[src/rtl/route_split_dp_macros.svh]
// assertion macros for the route split block
`ifndef ROUTE_SPLIT_DP_MACROS_SVH
`define ROUTE_SPLIT_DP_MACROS_SVH

// implication checked in the same cycle
`define RSD_ASSERT_NOW(label, ante, cons, msg) \
  label: assert property (@(posedge clk) disable iff (rst) (ante) |-> (cons)) \
    else $error(msg);

// implication checked in the next cycle
`define RSD_ASSERT_NEXT(label, ante, cons, msg) \
  label: assert property (@(posedge clk) disable iff (rst) (ante) |=> (cons)) \
    else $error(msg);

`endif

[src/rtl/rsd_pkg.sv]
// shared constants and control structs for the route split block
package rsd_pkg;
  localparam int MAXC   = 64;
  localparam int POS_W  = $clog2(MAXC + 1);
  localparam int IDX_W  = $clog2(MAXC);
  localparam int DEM_W  = 16;
  localparam int DIST_W = 24;
  localparam int LOAD_W = DEM_W + 1;
  localparam int COST_W = DIST_W + IDX_W;
  localparam int RC_W   = 31;
  localparam int PATH_W = 37;
  localparam int TOT_W  = 36;
  localparam int IN_W   = DEM_W + 2 * DIST_W;
  localparam int OUT_RAW_W = 2 * 7 + RC_W + TOT_W;
  localparam int OUT_W  = ((OUT_RAW_W + 7) / 8) * 8;

  typedef struct packed {
    logic in_ready;
    logic start;
    logic emit_inf;
    logic o_rd;
    logic o_set;
    logic d_rd;
    logic d_acc;
    logic d_ev;
    logic next_i;
    logic bt_init;
    logic bt_rd;
    logic bt_rdp;
    logic bt_emit;
  } cmd_t;

  typedef struct packed {
    logic run_req;
    logic infeas;
    logic brk;
    logic j_last;
    logic i_last;
    logic p_zero;
    logic out_free;
  } sts_t;
endpackage

[src/rtl/rsd_ctrl.sv]
// sequencer for loading, the split programme and the backtrack
module rsd_ctrl (
  input  logic          clk,
  input  logic          rst,
  input  rsd_pkg::sts_t sts,
  output rsd_pkg::cmd_t cmd
);
  import rsd_pkg::*;

  typedef enum logic [3:0] {
    S_LOAD, S_START, S_ORD, S_OSET, S_DRD, S_DACC, S_DEV, S_BTRD, S_BTRDP, S_BTOUT
  } state_t;

  state_t state, state_next;

  always_comb begin
    cmd = '0;
    state_next = state;
    case (state)
      S_LOAD: begin
        cmd.in_ready = 1'b1;
        if (sts.run_req) state_next = S_START;
      end
      S_START: begin
        if (sts.infeas) begin
          if (sts.out_free) begin
            cmd.emit_inf = 1'b1;
            state_next = S_LOAD;
          end
        end else begin
          cmd.start = 1'b1;
          state_next = S_ORD;
        end
      end
      S_ORD: begin
        cmd.o_rd = 1'b1;
        state_next = S_OSET;
      end
      S_OSET: begin
        cmd.o_set = 1'b1;
        state_next = S_DRD;
      end
      S_DRD: begin
        cmd.d_rd = 1'b1;
        state_next = S_DACC;
      end
      S_DACC: begin
        if (sts.brk) begin
          cmd.next_i = 1'b1;
          if (sts.i_last) begin
            cmd.bt_init = 1'b1;
            state_next = S_BTRD;
          end else begin
            state_next = S_ORD;
          end
        end else begin
          cmd.d_acc = 1'b1;
          state_next = S_DEV;
        end
      end
      S_DEV: begin
        cmd.d_ev = 1'b1;
        if (sts.j_last) begin
          cmd.next_i = 1'b1;
          if (sts.i_last) begin
            cmd.bt_init = 1'b1;
            state_next = S_BTRD;
          end else begin
            state_next = S_ORD;
          end
        end else begin
          state_next = S_DRD;
        end
      end
      S_BTRD: begin
        cmd.bt_rd = 1'b1;
        state_next = S_BTRDP;
      end
      S_BTRDP: begin
        cmd.bt_rdp = 1'b1;
        state_next = S_BTOUT;
      end
      S_BTOUT: begin
        if (sts.out_free) begin
          cmd.bt_emit = 1'b1;
          state_next = sts.p_zero ? S_LOAD : S_BTRD;
        end
      end
      default: state_next = S_LOAD;
    endcase
  end

  always_ff @(posedge clk) begin
    if (rst) begin
      state <= S_LOAD;
    end else begin
      state <= state_next;
    end
  end
endmodule

[config.mk]
export PLATFORM = sky130hd
export DESIGN_NAME = rsd_ctrl
export DESIGN_NICKNAME = d
export VERILOG_FILES = /design/src/rtl/route_split_dp_macros.svh /design/src/rtl/rsd_pkg.sv /design/src/rtl/rsd_ctrl.sv
export SDC_FILE = /design/constraint.sdc
export NUM_CORES = 1
export LEC_CHECK = 0
export BUFFER_PORTS_ARGS = -buffer_cell sky130_fd_sc_hd__buf_2
export CORE_AREA = 2 2 39 41
export CTS_BUF_LIST = sky130_fd_sc_hd__clkbuf_8
export CTS_CLUSTER_SIZE = 8
export DETAILED_ROUTE_END_ITERATION = 12
export DIE_AREA = 0 0 41 43
export GPL_TIMING_DRIVEN = 0
export SLEW_MARGIN = 30
export SYNTH_ARGS = -nofsm -noshare
export SYNTH_HDL_FRONTEND = slang
export SYNTH_SLANG_ARGS = --single-unit
[constraint.sdc]
create_clock -name clk -period 2.6 [get_ports clk]
set_input_delay 0.39 -clock clk [delete_from_list [all_inputs] [get_ports clk]]
set_output_delay 0.39 -clock clk [all_outputs]
set_load 0.005 [all_outputs]
Word-level counts from Yosys, hierarchy flattened
Index checks and enable logic that the tools add are counted.
- eq/ne operators: 12
- multiplexer cells: 27
- reduce and logical (&&, ||, !) cells: 2
- operator list (operator ; number):
    one-hot mux 4 bit (10 select lines) ; 1
    two-way mux 4 bit ; 5
    equality test 4 x 3 -> 1 bit (second input constant) ; 4
    two-way mux 1 bit ; 14
    two-way mux 3 bit ; 3
    equality test 4 x 2 -> 1 bit (second input constant) ; 2
    equality test 4 bit (second input constant) ; 2
    two-way mux 2 bit ; 3
    equality test 4 x 1 -> 1 bit (second input constant) ; 1
    zero test 4 bit ; 1
    != test 2 bit (second input constant) ; 2
    one-hot mux 2 bit (2 select lines) ; 1
    != test 3 bit (second input constant) ; 1
    AND reduction 3 bit ; 1
- register bits after elaboration: 4
- bits of input ports: 9
- output and inout port bits: 13
- logic and storage cells: 42

Logic depth before layout (Yosys ltp)
Gate-level depths: netlist of run 1.
- word-level depth: 3
- gate-level depth with buffers: 5
- depth with buffers taken out: 4

Worst setup path after synthesis of run 1
Ideal clock, no wire load.
- path kind: register to output
- from: register state[3]
- to: output cmd[3] in the netlist's numbering
- data arrival time: 0.861 ns
- data required time: 2.210 ns
- path slack: 1.349 ns
- cell stages (with the launch flop): 5
- path buffers: 1
- cell sequence: dfxtp_1 > buf_6 > nand2b_4 > a21oi_4 > and2_4
- RTL lines (what ; RTL line ; text):
    start: declaration ; rsd_ctrl.sv:14 ; state_t state, state_next;
    start signal: assignment ; rsd_ctrl.sv:97 ; state <= state_next;
    end: declaration ; rsd_ctrl.sv:6 ; output rsd_pkg::cmd_t cmd

==> summary by stage, run 1 <==
Timing
The final period utilization is 62.0%. The shortest clock period the worst path allows after layout is 1610 ps. For the final routed database, the setup TNS stands at 0 ps. Hold timing on the final database bottoms out at a slack of approximately 350 ps. Setup repair after global routing left no endpoint under its margin.

Static timing analysis puts the maximum clock frequency at slightly above 0.6 GHz. At the pin with the least slew margin, the transition time is about 250 ps. The final hold violation count is 0.

Setup violations remaining at the end of the flow were counted as 0. The worst-case clock skew is roughly 3.6 ps. The final max-slew violation count is 0. The worst slew slack as a fraction of its limit is 83.4%.

Clocking
After clock tree synthesis, the flow added hold-fix buffers numbering 0. The post-cts gate resize count is 0. TritonCTS created 3 clock buffers. The later pin in the worst-skew pair is clocked with a latency of roughly 210 ps. The count of buffers added by post-CTS timing repair for setup is 0. The number of H-tree branching levels is 1. The clock tree from TritonCTS is built. The clock tree buffer depth is 2. The clock drives 4 sinks. The tree is rooted in a clkbuf_8. Clock-pin slew was measured on the worst setup and hold paths at about 30 ps.

Layout
For this run, the number of standard cells in the final layout without fillers is 97. The number of inserted diodes is 0. The most flop-heavy register is state. The flip-flop count of the largest register after layout is 4. In the final layout, the registers with the most flip-flops are state: 4 flops. The final net count is 92. In the final layout, the multi-input gates occupy about 330 sq um.

The final standard cell utilization of the core is a little under half. The growth of design area from synthesis to finish is 35.4%. The layout has 155 filler cells. The share of layout cells above drive strength 1 is between 50% and 60%. The footprint of the flip-flops and latches is roughly 80 sq um.

Global route
The first-pass GRT wire length is 1.71 mm. Entering global routing, the biggest net connects 11 pins. The global-route usage over all layers is around 13%. Global routing finished with a remaining overflow of 0. The initial antenna violation count is 0. The number of global-route vias before repair is 378.

Logic synthesis
In this run the biggest area consumer among cell types represents 17.0% of the synthesized area. The biggest area contributor in the post-synthesis netlist is dfxtp_1. In the post-synthesis netlist, the biggest area contributors are dfxtp_1 (17%), nand2b_4 (12%), buf_6 (9.6%).

The post-synthesis instance total is 57. Yosys mapped the design onto 29 distinct sky130hd cell types. Averaged over all synthesized cells, the footprint is around 8.3 sq um. After synthesis, the share of flip-flops with an asynchronous set or reset is 0%. After synthesis, the most frequently instantiated cells are nor3_1 (8), buf_6 (4), dfxtp_1 (4), inv_1 (4), nand2b_4 (4). The total of warnings raised by yosys is 0.

Counting every net in the synthesized netlist gives 66. The most used flip-flop cell after synthesis is dfxtp_1. The sequential area share after synthesis is between 15 and 20%. Summing every instance area after synthesis gives roughly 470 sq um. Synthesis inferred 4 register bits. In this run, synthesis inferred 0 flip-flops with an integrated enable. In the post-synthesis netlist, the cell with the most instances is nor3_1.

Placed design
Detailed placement ended at an HPWL of around 900 um. The count of input and output buffers is 21. In this run, placement finished with an instance count of between 90 and 100. The weighted congestion reported at the end of routability-driven placement is 0.736.

Power
The power density of the placed cells is slightly below 400 mW/mm^2. The maximum vdd ir drop is 0.000349 V. The analysis attributes to cell leakage a power of between 0.2 and 0.3 nW.

Drt
The initial DRC count is 9. In this run the remaining antenna-violating nets after routing total 0. The routed wirelength normalized by instance count is about 12 um. The first-pass iteration count of the detailed router is 4. For this run, design rule violations remaining after detail routing come to 0. The detailed-route vias per instance is 5.07. The total wire length after detailed routing is about 1.1 mm. The routed layout has approximately 490 vias.

Floorplan
The effective utilization at floorplan is between 30 and 40%. The top-level I/O count is 22. The area enclosed by the die boundary is 0.00176 sq mm.

Measured along the x axis, the die boundary spans 41 um. In this run the standard cell core region covers roughly 0.0014 sq mm. The die is between 40 and 50 um tall. The floorplan has 14 rows.

Setup path
The worst register-to-register path has a depth of 5. The endpoint arrival time on the critical path is between 1000 and 1500 ps. The endpoint type of the worst setup path is an output port. At the worst endpoint, the required time is between 2000 and 2500 ps.

The maximum fanout count along the critical path is 4. The nature of the critical path startpoint is a flip-flop. The path type of the worst setup path is flip-flop to output port.

Min path
The kind of path behind the tightest hold check is input pin to flip-flop. Counting instances, the worst hold path has a depth of 2.

Status
The flow ran to the end, and the final reports show no timing, DRC or antenna violations.

Flow run
The max-cap check violation count is 0.
-- cells by family (layout without fill, tap and decap cells) --
kind of cell,count (synthesis),count (layout),synth area share [%]
and+or+nand+nor,28,28,41.2
buffers and inverters,9,33,13.6
AOI/OAI and AO/OA,16,16,28.2
DFF,4,4,17.0
-- cells in the final DEF (no fill, tap or decap), drive strengths merged, types with 2 or more instances in the layout --
cell / count
a21oi: 5
a31oi: 2
buf: 25
clkbuf: 3
dfxtp: 4
inv: 5
nand2: 3
nand2b: 5
nand3: 2
nand3b: 2
nor2: 5
nor3: 8
nor4: 2
o21ai: 2
-- report_power, final --
| group | switching (W) | internal, W |
|---|---|---|
| Sequential | 0.00000297 | 0.0000642 |
| Combinational | 0.0000274 | 0.0000268 |
| Clock | 0.0000307 | 0.0000986 |
| Total | 0.0000610 | 0.000190 |
-- per-stage QoR --
step / cell area (sq um) / power, W / setup slack [ps]
2_1_floorplan: 470 / 0.000104 / 1350
3_3_place_gp: 596 / 0.000122 / 1170
3_5_place_dp: 596 / 0.000122 / 1160
4_1_cts: 637 / 0.000252 / 993
5_1_grt: 637 / 0.000264 / 954
6_report: 637 / 0.000251 / 989
-- path summary, 6_finish.rpt --
path / startpoint / end / slack [ps]
worst min register to register: state[3] / state[3] / 660
worst max-delay path: state[0] / cmd[3] / 990
worst min-delay path: rst / state[3] / 350
worst max register to register: state[1] / state[0] / 1420
-- final cells by class --
cell class	instances	area share, %
sequential	4	12.6
multi-input combinational	44	51.3
timing repair buffer	21	16.5
tap	16	3.14
buffer	4	7.07
inverter	5	2.95
clock buffer	3	6.48
-- worst max-delay path: stages (launching register included) --
cell	delay (ps)
dfxtp_1	340
nand3b_1	250
a21oi_4	160
and2_4	160
buf_2	100
-- metal layers --
metal	GRT usage (%)	share of wire, %	vias to the layer above
met4	0	0	0
met2	19.4	44	14
met3	3.14	5.5	0
li1	-	-	255
met1	21.2	50	223
met5	0	0	-
No activity file was read; power rests on OpenSTA's default activity.
==> run 2: changes to the inputs <==
ABC_AREA = 1   (was default)
clock period = 1.6 ns   (was 2.6 ns; I/O delays follow)
==> run 2 against run 1 <==
Against the previous run: synthesized area fell by 7.7%; flip-flop and latch count unchanged; cell count grew 19%; sequential share of layout area up 1.3 points; critical path type unchanged; highest routed layer unchanged.
==> summary by stage, run 2 <==
Setup path
The gate family responsible for the most delay along the worst path is flip-flops. The nature of the critical path startpoint is a flip-flop. The critical path goes through inv_2 > nor2_4 > nand2_1 > o22ai_1 > buf_2. The data required time at the worst endpoint is 1360 ps. The critical path is of the flip-flop to output port type. The slowest stage cell on the critical path is dfxtp_2. The endpoint type of the worst setup path is an output port. The number of buffer and inverter instances along the worst setup path is 2.

For this run, the slowest stage of the critical path takes approximately 380 ps. The endpoint arrival time on the critical path is roughly 1300 ps. The maximum fanout count along the critical path is 8.

Floorplan
The core footprint is approximately 0.0014 sq mm. The area enclosed by the die boundary is about 0.0018 sq mm. The floorplan has 14 rows.

Measured along the x axis, the die boundary spans about 40 um. 22 I/O pins were placed. The effective utilization at floorplan is between 30% and 40%.

From bottom edge to top edge, the die measures between 40 and 50 um.

Layout
The largest registers in the layout are state: 4 flops. Counting the fill cells in the layout gives 170. The most flop-heavy register is state. Cells with a size suffix above 1 make up about 45% of the layout.

The final net count is 110. The most common cell after layout, fill and taps aside is buf_2. The register with the most flip-flops in the layout has 4 of them. The final standard cell utilization of the core is a little over two fifths. The growth of design area from synthesis to finish is 39.2%.

The top cell types in the final layout, fill and taps aside, are buf_2 (21), nand2_1 (14), inv_1 (12). The number of inserted diodes is 0.

Logic synthesis
Counting distinct cell types in the post-synthesis netlist gives 21. Sorting the synthesized cells by area gives the leading types as dfxtp_1 (18%), nand2_1 (12%), inv_1 (10%). The synthesized design spends more area on one cell type than any other, namely dfxtp_1. The total standard cell area after synthesis is 434 sq um.

The number of synthesized register bits is 4. The share of flip-flops with an asynchronous set or reset after synthesis is 0%. During synthesis, Yosys emitted a total of 0 warnings. The net count after synthesis is 84. Counting flops with a built-in enable in the synthesized netlist gives 0. Synthesis produced a netlist whose cell count is 75.

The fraction of post-synthesis cell area in the top cell type by area is 18.4%. The commonest cells after synthesis are nand2_1 (14), inv_1 (12), nand3_1 (8), inv_2 (6), nor2_1 (5). The share of the Yosys chip area taken by registers is approximately 18%. The flip-flop cell with the highest count after synthesis is dfxtp_1. The most used standard cell by instance count after synthesis is nand2_1. Each instance of the synthesized netlist takes up on average a little under 6 sq um.

Power
Summed over all cells, the static leakage comes to approximately 0.39 nW. The maximum vdd ir drop is 0.000773 V. The power density of the placed cells is 691 mW/mm^2.

Timing
The final max-slew violation count was 0. The final period utilization is between 90% and 100%. The worst hold-check slack is roughly 230 ps. Setup violations remaining at the end of the flow were counted as 0. Across the routed clock network, the largest skew measured is roughly 4.6 ps. The worst slew slack as a fraction of its limit is between 80% and 90%. After routing, the total negative slack on setup checks comes to 0 ps. The shortest clock period the worst path allows after layout is ~1500 ps. Setup repair after global routing left no endpoint under its margin.

The final hold violation count is 0. The maximum clock frequency is ~0.66 GHz. The actual slew at the worst max-slew pin is 238 ps.

Clocking
The clock-pin slew on the worst setup and hold paths is 30 ps. The CTS root buffer is clkbuf_8. The count of buffers added by post-CTS timing repair for setup is 0. The clock tree from TritonCTS is built. The longest clock path from root to sink contains 2 buffers. The number of gates resized after CTS was 0. The latest clock arrival within the worst-skew pair is ~220 ps.

The number of H-tree branching levels is 1. The clock sink total is 4. The quantity of hold-fixing buffers added after cts is 0. The number of buffers created by CTS is 3.

Drt
The number of nets still failing antenna checks after routing is 0. The first detailed-routing pass ran for 4 iterations. The routed wirelength normalized by instance count is ~9.0 um.

After detailed routing, the number of remaining DRC violations is 0. The number of vias in the routed layout is approximately 530. The total wire length after detailed routing is roughly 1.0 mm. Dividing the detail-routed via count by the number of cells gives roughly 4.6. For this block, the initial DRC count from the detailed router was 5.

Placed design
The count of buffers added on input and output ports is 21. The half-perimeter wire length of the detailed placement result is approximately 860 um. The congestion estimate from routability-driven global placement came to 0.793.

Global route
Global routing finished with a remaining overflow of 0. The maximum number of pins on one net before global-route repair is 9. The initial antenna violation count is 0. The number of global-route vias before repair is 439. The first global-routing pass estimated between 1.5 and 2 mm of wire.

Across every metal layer, demand over resource in global routing totals about 15%.

Flow run
The max-cap check violation count is 0.

Min path
The worst hold path belongs to the class input pin to flip-flop.

Status
The flow ran to the end, and the final reports show no timing, DRC or antenna violations.
## run 2: cell types whose count changed in the layout (fill, tap and decap cells not counted), moves of 4 or more
cell and delta:
inv_2 +5, nand2_2 +4, inv_1 +8, nand3_1 +6, nand2b_4 -4, buf_6 -4, nand2_1 +11, nor3_1 -7
## run 2: per-stage QoR
step                      setup slack, ps  cells  instance area, sq um  power [W]
after detailed placement              237    112                   559   0.000210
after global routing                 34.3    115                   604   0.000454
after CTS                            1.62    115                   601   0.000423
after floorplan                       473     75                   434   0.000177
final                                96.1    115                   604   0.000418
after global placement                267    112                   559   0.000209
## run 2: path summary, 6_finish.rpt
path	startpoint	endpoint	slack (ps)	depth (start not counted)
hold / removal	rst	state[0]	230	2
hold reg to reg	state[0]	state[3]	580	2
setup reg to reg	state[0]	state[2]	400	7
setup / recovery	state[0]	cmd[4]	100	5
## run 2: routing by layer
layer  track usage [%]  wire length (um)
met1              21.2               504
met2              19.1               461
met3              6.28                65
met4              4.00                 0
met5                 0                 0
## run 2: logic make-up after synthesis
kind of cell | synth area share (%)
simple gates | 52.4
buf+inv | 15.6
compound gates | 13.5
flops | 18.4
## run 2: cell type report
cell class              instances  area [sq um]  share of cell area [%]
clock buffers                   3          41.3                    6.83
inverters                      18          67.6                    11.2
multi-input cells              53           287                    47.4
flip-flops and latches          4          83.8                    13.9
well taps                      16          20.0                    3.31
repair buffers                 21           105                    17.4
## run 2: report_power, final
part	leakage [nW]	internal [W]	total [W]	switching, W
Clock	0.0216	0.000160	0.000208	0.0000484
Sequential	0.0338	0.000107	0.000117	0.0000101
Combinational	0.330	0.0000376	0.0000925	0.0000548
Total	0.385	0.000304	0.000418	0.000113
==> run 3: changes to the inputs <==
clock period = 1.4 ns   (was 1.6 ns; I/O delays follow)
==> run 3 against run 2 <==
Against the previous run: the run now ends with setup timing left; critical path type unchanged; wire length grew 25%; worst hold slack got worse by 37 ps; first-iteration DRC count rose to 3.2 times the previous value; register-to-register slack worse by 220 ps; global-route usage rose by 0.60 points; clock skew decreased by 1.5 ps; highest routed layer is now met4.
==> summary by stage, run 3 (synthesis gave the netlist of run 2 again) <==
Setup path
In this run the worst path has a maximum fanout of 3. The beginning of the worst register-to-register path is state[0]. The cell depth of the worst flop-to-flop path is 10. In this run the critical register-to-register path is captured at state[0]. The worst setup path is captured at an output port. STA puts the critical path data arrival time at about 1200 ps. Across all register-to-register paths, the minimum setup slack is between 150 and 200 ps. The path type of the worst setup path is flip-flop to output port.

The worst setup path is launched from a flip-flop. The data required time at the worst endpoint is ~1200 ps.

Global route
The initial antenna violation count is 0. The total overflow reported by the global router is 0. The first-pass GRT wire length is 1.84 mm. Entering global routing, the biggest net connects 8 pins. The global-route usage over all layers is between 10% and 20%. The number of global-route vias before repair is 469.

Drt
The count of nets left with antenna violations once routing finished came out at 0. For this run, design rule violations remaining after detail routing come to 0. Dividing the detail-routed via count by the number of cells gives around 4.7. In this run, the number of DRC markers left after iteration 0 of detailed routing was 16. Dividing the detail-routed wire length by the instance count gives about 10 um. The first-pass iteration count of the detailed router is 4. The total wire length after detailed routing is 1.29 mm. Detailed routing inserted a total of between 500 and 600 vias.

Clocking
CTS built an H-tree with a depth of 1. The quantity of hold-fixing buffers added after cts is 0. In this run the clock root is driven by a clkbuf_8. Counting every sink on the clock net gives 4.

Clock tree synthesis inserted a total of 3 buffers. TritonCTS built the clock tree. In this run the deepest clock path goes through 2 buffers. The later pin in the worst-skew pair is clocked with a latency of between 200 and 250 ps. The clock-pin slew on the worst setup and hold paths is 30 ps.

Floorplan
The die covers 0.00176 sq mm. Measured along the y axis, the die boundary spans between 40 and 50 um. The standard-cell row count is 14.

Once the floorplan was initialized, standard cells occupied a little under a third of the core. From left edge to right edge, the die measures ~41 um. The total area inside the core boundary comes to ~0.0014 sq mm. The top-level I/O count is 22.

Timing
The worst slew slack as a fraction of its limit is 85.3%. The final max-slew violation count was 0. The final count of negative-setup-slack endpoints is 1. The actual slew at the worst max-slew pin is ~220 ps. The shortest clock period the worst path allows after layout is roughly 1400 ps. The final hold violation count is 0.

The post-route worst setup slack is -4.84 ps. Setup repair after global routing could not meet its margin everywhere. Static timing analysis puts the maximum clock frequency at 0.712 GHz. In the finished design, the share of the clock period the worst path needs comes to 100%. Across the routed clock network, the largest skew measured is between 3 and 4 ps.

Layout
The largest registers in the layout are state: 4 flops. The most common cell after layout, fill and taps aside is buf_2. The top cell types in the final layout, fill and taps aside, are buf_2 (20), inv_1 (12), nand2_1 (11). The final net count is 120. The most flop-heavy register is state. 0 antenna diodes ended up in the layout.

For this run, the number of standard cells in the final layout without fillers is about 130. The area growth from synthesis to layout is 71.5%. The flip-flop count of the largest register after layout is 4. Of the cells placed in the final design, the portion with a size suffix greater than 1 is ~56%. The final standard cell utilization of the core is between 50% and 60%. Counting the fill cells in the layout gives about 150.

Min path
The count of cells along the worst hold path is 2. The worst min-delay path endpoint is state[0]. The min-delay analysis places its worst path in the category input pin to flip-flop. The startpoint of the tightest hold check path is rst.

Power
Per report_power, the sequential group accounts for roughly a quarter of the total. The maximum vdd ir drop is 0.000813 V. The internal portion of the total power is between 0.0003 and 0.0004 W. The analysis attributes to cell leakage a power of between 0.4 and 0.5 nW. Total power for the finished layout comes to approximately 0.00053 W. The clock network fraction of total power is 46.2%.

Combinational cells account for about 30% of the total power. The power density of the placed cells is 710 mW/mm^2. For this design the total switching power over the nets is between 0.00015 and 0.0002 W. The fraction of power spent switching nets is about 29%.

Status
The run finished, with violations left. The checks that failed: setup timing.

Placed design
Including well taps, the total number of placed cells is roughly 110. The weighted congestion reported at the end of routability-driven placement is just under 0.8. The post-placement setup slack is around 67 ps.

The half-perimeter wire length of the detailed placement result is ~860 um. The count of input and output buffers is 21.

Flow run
The max-cap check violation count is 0.
## run 3: cell types whose count changed in the layout (fill, tap and decap cells not counted), sizes merged
| cell | before | now |
|---|---|---|
| buf | 21 | 31 |
## run 3: metrics by stage
stage	area (sq um)	hold WS [ps]	setup TNS, ps
after floorplan	434	272	0
after global placement	559	420	0
after detailed placement	559	427	0
after CTS	669	195	-35.2
after global routing	744	195	-217
final	744	193	-4.84
## run 3: layout make-up
cell class / count / area, sq um / area share [%]
multi-input combinational: 53 / 320 / 43.0
clock buffer: 3 / 41.3 / 5.55
sequential: 4 / 92.6 / 12.4
tap: 16 / 20.0 / 2.69
inverter: 18 / 72.6 / 9.75
timing repair buffer: 31 / 198 / 26.6
## run 3: worst max-delay path, cell delays in order, from the launching register on
cell,delay [ps]
dfxtp_4,350
buf_4,140
nor2_4,140
nand2_2,90
o22ai_2,140
buf_2,130
## run 3: worst max-delay path by stage
stage	from	endpoint	slack, ps	depth (start not counted)
after detailed placement	state[0]	cmd[4]	70	5
after global routing	state[2]	cmd[4]	-60	5
after CTS	state[2]	cmd[4]	-10	5
after floorplan	state[0]	state[0]	290	8
after global placement	state[1]	cmd[4]	100	5
final	state[0]	cmd[4]	-5	5
## run 3: layer usage
metal	GRT usage, %	part of all wire (%)	wire length (um)	up-vias
met5	0	0	0	-
met4	4.00	0.39	5	0
met3	6.28	5.9	76	2
met2	20.6	49	636	20
met1	21.5	44	575	253
li1	-	-	-	308
## run 3: power groups by stage
stage	Clock (W)	Combinational, W	Sequential [W]
2_1_floorplan	0	0.0000709	0.000131
3_3_place_gp	0	0.000106	0.000134
3_5_place_dp	0	0.000106	0.000133
4_1_cts	0.000245	0.000135	0.000127
5_1_grt	0.000264	0.000174	0.000128
6_report	0.000244	0.000157	0.000128
## run 3: timing repair
item	in CTS	in global routing
hold endpoints to repair	0	0
pin swaps	5	6
resized for setup	10	11
endpoints found under the setup margin	7	9
setup buffers	6	4
